**src/rtl/ks_pkg.sv**
```systemverilog
// Shared types and constants of the k smallest selection block.
package ks_pkg;

	// Width and reset value of the select count register
	localparam int unsigned SELECT_COUNT_W = 7;
	localparam logic [SELECT_COUNT_W-1:0] SELECT_COUNT_RESET = 7'd1;

	// Sequencer states, one-hot
	typedef enum logic [1:0] {
		ST_COLLECT = 2'b01,
		ST_DRAIN   = 2'b10
	} state_t;

	// Control broadcast to every cell of the chain
	typedef struct packed {
		logic ins_en;
		logic shift_en;
	} cell_ctrl_t;

endpackage

```
**src/rtl/ks_stream_if.sv**
```systemverilog
// Request channels: incoming samples and outgoing results.
interface ks_sample_if #(
	parameter int unsigned VALUE_WIDTH = 16
);
	logic                   valid;
	logic                   ready;
	logic [VALUE_WIDTH-1:0] sample;
	logic                   end_of_set;

	modport source (output valid, output sample, output end_of_set, input ready);
	modport sink   (input valid, input sample, input end_of_set, output ready);
endinterface

interface ks_result_if #(
	parameter int unsigned VALUE_WIDTH = 16
);
	logic                   valid;
	logic                   ready;
	logic [VALUE_WIDTH-1:0] smallest_value;
	logic                   last_result;

	modport source (output valid, output smallest_value, output last_result, input ready);
	modport sink   (input valid, input smallest_value, input last_result, output ready);
endinterface

```
**src/rtl/ks_cell.sv**
```systemverilog
// One cell of the sorted insertion chain.
module ks_cell #(
	parameter int unsigned VALUE_WIDTH = 16
) (
	input  logic                   clk,
	input  ks_pkg::cell_ctrl_t     ctrl,
	input  logic [VALUE_WIDTH-1:0] new_value,
	input  logic                   occupied,
	input  logic [VALUE_WIDTH-1:0] left_value,
	input  logic                   left_gt,
	input  logic [VALUE_WIDTH-1:0] right_value,
	output logic [VALUE_WIDTH-1:0] value,
	output logic                   gt
);
	import ks_pkg::*;

	logic [VALUE_WIDTH-1:0] value_q;

	// An empty cell counts as holding a value above any sample
	assign gt    = !occupied || (value_q > new_value);
	assign value = value_q;

	// Insert: take the left neighbour's value if it moves too, else the new one.
	// Drain: take the right neighbour's value.
	always_ff @(posedge clk) begin
		if (ctrl.ins_en && gt) begin
			value_q <= left_gt ? left_value : new_value;
		end else if (ctrl.shift_en) begin
			value_q <= right_value;
		end
	end

endmodule

```
**src/rtl/k_smallest_select.sv**
```systemverilog
// Top level of the k smallest selection block.
//
// Samples stream in one request per cycle while the block collects; each is inserted as
// it is accepted into a chain of MAX_SELECT compare-and-shift cells that holds the
// smallest values seen so far in ascending order (equal values each keep an entry;
// when full, the largest is dropped). After the request flagged end_of_set, the block
// emits n = min(k, held) results, ascending, one per cycle as the sink takes them, with
// the last one marked; k is select_count saturated to MAX_SELECT, and k of zero emits
// nothing. Results leave from the first cell while the chain shifts towards it, and no
// sample is taken until the run is done. The set then starts empty. Write select_count
// only while the block is idle.
module k_smallest_select #(
	parameter int unsigned MAX_SELECT  = 64,
	parameter int unsigned VALUE_WIDTH = 16
) (
	input  logic                                clk,
	input  logic                                arst_n,
	ks_sample_if.sink                           samples,
	ks_result_if.source                         results,
	input  logic                                cfg_we,
	input  logic [ks_pkg::SELECT_COUNT_W-1:0]   cfg_wdata
);
	import ks_pkg::*;

	localparam int unsigned CW = $clog2(MAX_SELECT + 1);
	localparam logic [CW-1:0] MAX_CNT = CW'(MAX_SELECT);

	state_t                    state_q;
	logic [CW-1:0]             count_q;
	logic [CW-1:0]             remain_q;
	logic [SELECT_COUNT_W-1:0] select_count_q;

	logic                      in_accept;
	logic                      out_accept;
	logic [CW-1:0]             count_ins;
	logic [CW-1:0]             k_sat;
	logic [CW-1:0]             run_len;
	cell_ctrl_t                ctrl;

	logic [VALUE_WIDTH-1:0]    cell_value [MAX_SELECT];
	logic                      cell_gt    [MAX_SELECT];

	// Handshakes
	assign samples.ready = (state_q == ST_COLLECT);
	assign results.valid = (state_q == ST_DRAIN);
	assign in_accept     = samples.valid && samples.ready;
	assign out_accept    = results.valid && results.ready;

	assign ctrl.ins_en   = in_accept;
	assign ctrl.shift_en = out_accept;

	// Results leave from the head of the chain
	assign results.smallest_value = cell_value[0];
	assign results.last_result    = (remain_q == CW'(1));

	// Fill after an insert, saturated k and length of the run
	assign count_ins = (count_q < MAX_CNT) ? count_q + CW'(1) : count_q;
	assign k_sat     = (select_count_q > SELECT_COUNT_W'(MAX_SELECT)) ? MAX_CNT
	                                                                  : CW'(select_count_q);
	assign run_len   = (k_sat < count_ins) ? k_sat : count_ins;

	// Cell chain
	for (genvar i = 0; i < MAX_SELECT; i++) begin : g_cell
		logic [VALUE_WIDTH-1:0] left_v;
		logic                   left_g;
		logic [VALUE_WIDTH-1:0] right_v;

		if (i == 0) begin : g_head
			assign left_v = '0;
			assign left_g = 1'b0;
		end else begin : g_body
			assign left_v = cell_value[i-1];
			assign left_g = cell_gt[i-1];
		end

		if (i == MAX_SELECT - 1) begin : g_tail
			assign right_v = cell_value[i];
		end else begin : g_inner
			assign right_v = cell_value[i+1];
		end

		ks_cell #(
			.VALUE_WIDTH (VALUE_WIDTH)
		) u_cell (
			.clk         (clk),
			.ctrl        (ctrl),
			.new_value   (samples.sample),
			.occupied    (CW'(i) < count_q),
			.left_value  (left_v),
			.left_gt     (left_g),
			.right_value (right_v),
			.value       (cell_value[i]),
			.gt          (cell_gt[i])
		);
	end

	// Select count register
	always_ff @(posedge clk or negedge arst_n) begin
		if (!arst_n) begin
			select_count_q <= SELECT_COUNT_RESET;
		end else if (cfg_we) begin
			select_count_q <= cfg_wdata;
		end
	end

	// Sequencer: collect a set, then drain the run unless it is empty
	always_ff @(posedge clk or negedge arst_n) begin
		if (!arst_n) begin
			state_q  <= ST_COLLECT;
			count_q  <= '0;
			remain_q <= '0;
		end else begin
			unique case (state_q)
				ST_COLLECT: begin
					if (in_accept) begin
						if (!samples.end_of_set) begin
							count_q <= count_ins;
						end else if (run_len == '0) begin
							count_q <= '0;
						end else begin
							count_q  <= count_ins;
							remain_q <= run_len;
							state_q  <= ST_DRAIN;
						end
					end
				end
				ST_DRAIN: begin
					if (out_accept) begin
						remain_q <= remain_q - CW'(1);
						if (remain_q == CW'(1)) begin
							count_q <= '0;
							state_q <= ST_COLLECT;
						end
					end
				end
				default: begin
					state_q <= ST_COLLECT;
				end
			endcase
		end
	end

	// Checks
	a_no_overlap: assert property (@(posedge clk) disable iff (!arst_n)
		samples.ready |-> !results.valid)
		else $error("sample side open while a run is pending");

	a_drain_nonempty: assert property (@(posedge clk) disable iff (!arst_n)
		(state_q == ST_DRAIN) |-> (remain_q != '0))
		else $error("drain with no result left");

	a_count_bound: assert property (@(posedge clk) disable iff (!arst_n)
		count_q <= MAX_CNT)
		else $error("fill count beyond chain length");

	a_last_closes: assert property (@(posedge clk) disable iff (!arst_n)
		(out_accept && results.last_result) |=> (samples.ready && (count_q == '0)))
		else $error("set not restarted after last result");

endmodule

```
**src/flat_wrapper.sv**
```systemverilog
// flat-port wrapper written by rule: the top's interface ports become plain ports
module k_smallest_select_flat import ks_pkg::*;
#(
	parameter int unsigned MAX_SELECT  = 64,
	parameter int unsigned VALUE_WIDTH = 16
)
  (clk, arst_n, cfg_we, cfg_wdata, samples_valid, samples_sample, samples_end_of_set, samples_ready, results_valid, results_smallest_value, results_last_result, results_ready);
  ks_sample_if #(.VALUE_WIDTH(VALUE_WIDTH)) samples_i ();
  ks_result_if #(.VALUE_WIDTH(VALUE_WIDTH)) results_i ();
  input  logic clk;
  input  logic arst_n;
  input  logic cfg_we;
  input  logic [ks_pkg::SELECT_COUNT_W-1:0] cfg_wdata;
  input wire logic [$bits(samples_i.valid)-1:0] samples_valid;
  input wire logic [$bits(samples_i.sample)-1:0] samples_sample;
  input wire logic [$bits(samples_i.end_of_set)-1:0] samples_end_of_set;
  output wire logic [$bits(samples_i.ready)-1:0] samples_ready;
  output wire logic [$bits(results_i.valid)-1:0] results_valid;
  output wire logic [$bits(results_i.smallest_value)-1:0] results_smallest_value;
  output wire logic [$bits(results_i.last_result)-1:0] results_last_result;
  input wire logic [$bits(results_i.ready)-1:0] results_ready;
  assign samples_i.valid = samples_valid;
  assign samples_i.sample = samples_sample;
  assign samples_i.end_of_set = samples_end_of_set;
  assign samples_ready = samples_i.ready;
  assign results_valid = results_i.valid;
  assign results_smallest_value = results_i.smallest_value;
  assign results_last_result = results_i.last_result;
  assign results_i.ready = results_ready;
  k_smallest_select #(.MAX_SELECT(MAX_SELECT), .VALUE_WIDTH(VALUE_WIDTH)) u_core (.clk(clk), .arst_n(arst_n), .samples(samples_i), .results(results_i), .cfg_we(cfg_we), .cfg_wdata(cfg_wdata));
endmodule
```
**config.mk**
```make
export PLATFORM = sky130hd
export DESIGN_NAME = k_smallest_select_flat
export DESIGN_NICKNAME = d
export VERILOG_FILES = /design/src/rtl/ks_pkg.sv /design/src/rtl/ks_stream_if.sv /design/src/rtl/ks_cell.sv /design/src/rtl/k_smallest_select.sv /design/src/flat_wrapper.sv
export SDC_FILE = /design/constraint.sdc
export NUM_CORES = 2
export LEC_CHECK = 0
export ABC_AREA = 1
export BUFFER_PORTS_ARGS = -buffer_cell sky130_fd_sc_hd__buf_4
export CAP_MARGIN = 5
export CELL_PAD_IN_SITES_DETAIL_PLACEMENT = 2
export CELL_PAD_IN_SITES_GLOBAL_PLACEMENT = 2
export CORE_ASPECT_RATIO = 1.5
export CORE_MARGIN = 4
export CORE_UTILIZATION = 43
export DETAILED_ROUTE_END_ITERATION = 8
export MAX_ROUTING_LAYER = met4
export PLACE_DENSITY_LB_ADDON = 0.1
export SETUP_SLACK_MARGIN = 0.15
export SYNTH_ARGS = -nofsm -noshare
export SYNTH_HDL_FRONTEND = slang
export SYNTH_SLANG_ARGS = --single-unit
```
**constraint.sdc**
```tcl
create_clock -name clk -period 5.13 [get_ports clk]
set_input_delay 1.026 -clock clk [delete_from_list [all_inputs] [get_ports clk]]
set_output_delay 1.026 -clock clk [all_outputs]
set_load 0.01 [all_outputs]
```
# Word-level counts from Yosys, hierarchy flattened
# Index checks and enable logic that the tools add are counted.
# classes
multipliers	0
add_sub_neg	2
n_bitwise	0
div	0
n_shift	0
n_reduce_logical	262
eq_ne	8
n_lt_le_gt_ge	131
n_mux	209
# ops
op	count
$mux W16	189
$gt A16 B16 Y1	64
$lt A6 B7 Y1 const A	32
$reduce_bool A2 Y1	64
$lt A5 B7 Y1 const A	16
$mux W7	12
$logic_and A1 B1 Y1	66
$logic_not A1 Y1	64
$logic_or A1 B1 Y1	64
$lt A4 B7 Y1 const A	8
$lt A3 B7 Y1 const A	4
$pmux W7 S2	2
$lt A1 B7 Y1 const A	2
$lt A2 B7 Y1 const A	2
$mux W2	5
$ne A2 B2 Y1 const B	5
$reduce_and A5 Y1	2
$add A7 B1 Y7 const B	1
$eq A7 B1 Y1 const B	1
$gt A7 B7 Y1 const B	1
$logic_not A7 Y1	1
$lt A7 B7 Y1	1
$lt A7 B7 Y1 const B	1
$sub A7 B1 Y7 const B	1
other kinds (4)	4
# word_totals
memories	0
in_bits	29
latchBits	0
rom_bits	0
ramBits	0
ff_bits	1047
word_cells	680

# Depth between registers and ports, before layout
# logic_depth
depth_word	9
ltp_mapped	21
depth_no_buf	20

# Modules after synthesis
# From an unflattened synthesis, not the netlist that was laid out.
# hier_totals
cells_unflattened	11669
hier_area_um2	87386.3
# modules_own_cells
module	cells_each	area_each_um2	seq_area_each_um2	n_inst
ks_cell	177	1331.3	480.5	64
k_smallest_select	341	2184.6	578.1	1

# Worst setup path after synthesis
# No wires, ideal clock.
# synth_timing
kind	input -> register
startpoint	in samples_sample[3]
endpoint	reg u_core.g_cell[2].u_cell.value_q[0] (enable)
setup_ps	364
path_slack_ps	-395
path_stages	14
arrival_ps	5161
cell_sequence	inv_1 -> clkbuf_1 -> clkbuf_1 -> ha_1 -> a21oi_1 -> o21a_1 -> o221ai_1 -> nand2_1 -> o211ai_1 -> nand2_1 -> nand2_2 -> nand2_4 -> clkbuf_1 -> nand2_1
# synth_between
elab_chain_cells	4
# synth_lines
element	line	text
start, declared	flat_wrapper.sv:15	input wire logic [$bits(samples_i.sample)-1:0] samples_sample;
$gt A16 B16 Y1	ks_cell.sv:20	assign gt = !occupied || (value_q > new_value);
$logic_or A1 B1 Y1	ks_cell.sv:20	
$logic_and A1 B1 Y1	ks_cell.sv:26	if (ctrl.ins_en && gt) begin
$reduce_bool A2 Y1 (no line)	-	
end signal, assigned	ks_cell.sv:27	value_q <= left_gt ? left_value : new_value;
end signal, assigned	ks_cell.sv:29	value_q <= right_value;
end, declared	ks_cell.sv:17	logic [VALUE_WIDTH-1:0] value_q;
# No other way between the ends.
# A chain may end at the register's enable or synchronous reset.

# Final worst setup path
# layout_timing
startpoint	reg u_core.count_q[3]
endpoint	reg u_core.remain_q[0]
# layout_between
elab_chain_cells	8
word_cells_on_any_way	12
# layout_lines
element	line	text
start, declared	k_smallest_select.sv:29	logic [CW-1:0] count_q;
start signal, assigned	k_smallest_select.sv:117	count_q <= count_ins;
start signal, assigned	k_smallest_select.sv:121	count_q <= count_ins;
$add A7 B1 Y7 / $lt A7 B7 Y1 (equally long branches)	k_smallest_select.sv:57	assign count_ins = (count_q < MAX_CNT) ? count_q + CW'(1) : count_q;
$mux W7 *	k_smallest_select.sv:57	
$lt A7 B7 Y1	k_smallest_select.sv:60	assign run_len = (k_sat < count_ins) ? k_sat : count_ins;
$mux W7 *	k_smallest_select.sv:60	
$mux W7	k_smallest_select.sv:118	end else if (run_len == '0) begin
$mux W7	k_smallest_select.sv:116	if (!samples.end_of_set) begin
$mux W7	k_smallest_select.sv:115	if (in_accept) begin
$pmux W7 S2	k_smallest_select.sv:113	unique case (state_q)
end signal, assigned	k_smallest_select.sv:122	remain_q <= run_len;
end signal, assigned	k_smallest_select.sv:129	remain_q <= remain_q - CW'(1);
end, declared	k_smallest_select.sv:30	logic [CW-1:0] remain_q;
# Mark *: on every way between the ends. The rest lies on a longest branch, timed or not. The select of a mux whose other input is x is not followed.

==> flow_summary.rst <==
.. list-table::
   :header-rows: 1

   * - Metric
     - Value
   * - Area fraction of the dominant cell type after synthesis
     - 39.19%
   * - Sequential cell area fraction in the yosys report
     - 39.93%
   * - Clock latency at the later pin of the worst-skew pair
     - 0.79 ns
   * - GRT Resource Usage Total
     - 37.47%
   * - Post-CTS Hold Buffers
     - 0
   * - Fraction of final layout cells with drive strength greater than 1
     - 6.742%
   * - Sum Neg Setup Slack
     - 0 ns
   * - Kind of end point of the critical path
     - flip-flop
   * - Detailed Routing Iterations Pass 1
     - 6
   * - Most frequent cell on the critical path
     - nand2_1
   * - Summed instance area of the synthesized netlist
     - 78460 um2
   * - Clock H-tree levels
     - 3
   * - Post-cts resize count
     - 0
   * - Largest fanout on the critical path
     - 11
   * - Routed Antenna Nets
     - 0
   * - Routed wire length per instance
     - 28.14 um
   * - Largest net degree at the start of global routing
     - 48
   * - Wire length after detailed routing
     - 352.6 mm
   * - TritonCTS clock tree
     - built
   * - Root Driver
     - clkbuf_16
   * - Cell area power density
     - 590.0 nW/um2
   * - Final Net Count
     - 11080
   * - Yosys warnings
     - 0
   * - Wire length of the first global-routing pass
     - 526.0 mm
   * - Number of failing hold endpoints at the final stage
     - 0
   * - Count of pins over their slew limit
     - 0
   * - Total Die Area
     - 189500 um2
   * - Via count of the routed design
     - 76530
   * - Peak ir drop on the vdd network
     - 315.9 uV
   * - Clk slew on worst S/H paths
     - 0.07 ns
   * - Cell taking the most area after synthesis
     - edfxtp_1
   * - Clk sink count
     - 1047
   * - Setup fix buffers added after clock tree synthesis
     - 0
   * - Post-Synthesis Cells
     - 10010
   * - Post-layout power
     - 51.05 mW
   * - Finish-stage setup viols
     - 0
   * - Number of antenna violations at the first check in global routing
     - 10
   * - DRC violations left
     - 0
   * - Per-instance average area after synthesis
     - 7.839 um2
   * - Net count of the mapped netlist
     - 11070
   * - Ports
     - 48
   * - Starting DRT DRC Count
     - 4898
   * - Number of maximum-capacitance violations
     - 0
   * - Critical Path Source Type
     - flip-flop
   * - Maximum clock path buffer count
     - 3
   * - Initial core utilization
     - 43.37%
   * - Core area
     - 180900 um2
   * - Final critical-path required period
     - 4.410 ns
   * - Area overhead of the layout relative to synthesis
     - 10.28%
   * - CP Class
     - reg2reg
   * - Required time worst endpoint
     - 5.86 ns
   * - Fill count
     - 20600
   * - Fmax achieved
     - 226.8 MHz
   * - HPWL reported at the end of detailed placement
     - 261.2 mm
   * - Clock skew
     - 0.02662 ns
   * - Weighted congestion at the end of routability-driven global placement
     - 0.9337
   * - Crit path arrival time
     - 5.14 ns
   * - Post-synth cell types
     - 51
   * - GR Overflow Total
     - 0
   * - Setup repair after global routing missed its margin
     - false
   * - Detailed-route vias per instance
     - 6.107
   * - Transition time at the pin with the least slew margin
     - 1.311 ns
   * - Port buffer count
     - 47
   * - Total clock buffers created by CTS
     - 121
   * - Period Utilization, post-route
     - 85.96%
   * - Cell types with the largest area share after synthesis
     - edfxtp_1 39%, nand2_1 22%, ha_1 16%
   * - Top cell types by occurrence after synthesis
     - 4663 x nand2_1, 1033 x ha_1, 1024 x edfxtp_1
   * - Most used DFF post-synth
     - edfxtp_1
   * - Slew Limit Headroom
     - 12.48%
   * - Largest stage delay, worst path
     - 0.84 ns
   * - Dominant cell by count in the synthesized netlist
     - nand2_1
   * - Width of the chip
     - 356.8 um
   * - Class of the tightest hold or removal check
     - in2async
   * - Cell leakage power
     - 40.65 nW
   * - Delay-heaviest family, CP
     - simple AND/OR/NAND/NOR gates
   * - Status
     - complete, no violations
   * - Share of flip-flops with an asynchronous set or reset after synthesis
     - 2.197%
   * - EDFF count, synth
     - 1024
   * - Cell with the largest stage delay on the worst path
     - dfrtp_1
   * - Number of buffers and inverters on the critical path
     - 2
   * - Number of global-route vias before repair
     - 85550
   * - Yosys reg bits
     - 1047
   * - Number of cell rows
     - 191
   * - Chip Height
     - 531.2 um
   * - Critical path, cell by cell
     - inv_1, nor3_1, xor2_1, inv_1, ha_1, a21oi_1, nor2_1, a211oi_2, nand2_2, nand2_1, nand2_1, nor2_1, nand3_2, nand3_2, nand2_1, nand2_1
-- area by class of cell --
type / count / area (um2) / share of cell area [%]
clock inverter: 76 / 785.8 / 0.9082
tap: 2412 / 3018 / 3.488
antenna: 3 / 7.507 / 0.008677
sequential: 1047 / 31330 / 36.21
clock buffer: 146 / 3207 / 3.706
inverter: 304 / 1224 / 1.414
multi-input combinational: 8219 / 44090 / 50.96
timing repair buffer: 324 / 2861 / 3.307
-- report_power, final --
group / switching, mW / leakage, nW / internal (mW)
Combinational: 15.3 / 28.8 / 7.32
Sequential: 4.18 / 9.92 / 15.0
Clock: 4.02 / 1.95 / 5.25
Total: 23.5 / 40.7 / 27.6
-- per-layer routing --
metal / GRT usage, % / wire, um / vias up
met2: 68.84 / 185200 / 2238
met5: - / 0 / -
met3: 4.684 / 14370 / 1266
met4: 25.87 / 29530 / 0
li1: - / - / 34300
met1: 36.49 / 123500 / 38730
-- state kept, by name, indices dropped and copies added (netlist names) --
register,flops
u_core.remain_q,7
u_core.count_q,7
u_core.g_cell.u_cell.value,1024
u_core.state_q,2
u_core.select_count_q,7
-- per-stage QoR --
step	hold WS [ns]	worst slack [ns]	instances	cell area (um2)	util, %
6_report	0.1524	0.7202	12530	86520	47.83
5_1_grt	0.1597	0.3716	12530	86520	47.83
4_1_cts	0.1347	0.7400	12530	86510	47.82
3_5_place_dp	0.4946	0.2255	12310	82520	45.62
3_3_place_gp	0.4751	0.3658	12310	82520	45.62
2_1_floorplan	0.4626	0.5831	10010	78480	-
-- cell families (layout without fill, tap and decap cells) --
logic type,Yosys count,count (layout),synth area share [%]
and+or+nand+nor,5430,5430,27.35
AOI/OAI and AO/OA,1750,1750,12.29
DFF,1047,1047,39.93
adders and majority gates,1033,1033,16.47
buffers and inverters,743,850,3.886
xor gates and xnor gates,5,5,0.05581
muxes,1,1,0.01435
other,0,3,0
-- placed cells by master (no fill, tap or decap), types with 75 or more instances in the layout --
master and count:
nand2_1 4663, ha_1 1033, edfxtp_1 1024, o21ai_0 997
a21oi_1 473, buf_4 289, nor2_1 227, inv_1 225
nand3_1 184, nand4_1 145, clkbuf_16 125, nor3_1 106
o21a_1 75
-- path summary, 6_finish.rpt --
check / from / end / slack, ns / depth (start not counted)
max: u_core.count_q[3]$_DFFE_PN0P_ / u_core.remain_q[0]$_DFFE_PN0P_ / 0.72 / 16
min: arst_n / u_core.remain_q[1]$_DFFE_PN0P_ / 0.15 / 1
max reg2reg: u_core.count_q[3]$_DFFE_PN0P_ / u_core.remain_q[0]$_DFFE_PN0P_ / 0.72 / 16
min reg2reg: u_core.state_q[0]$_DFFE_PN1P_ / u_core.state_q[0]$_DFFE_PN1P_ / 0.50 / 2
max in group asynchronous: arst_n / u_core.select_count_q[0]$_DFFE_PN1P_ / 4.65 / 1
min in group clk: cfg_wdata[6] / u_core.select_count_q[6]$_DFFE_PN0P_ / 0.46 / 3
Power figures use the tool's default switching activity.
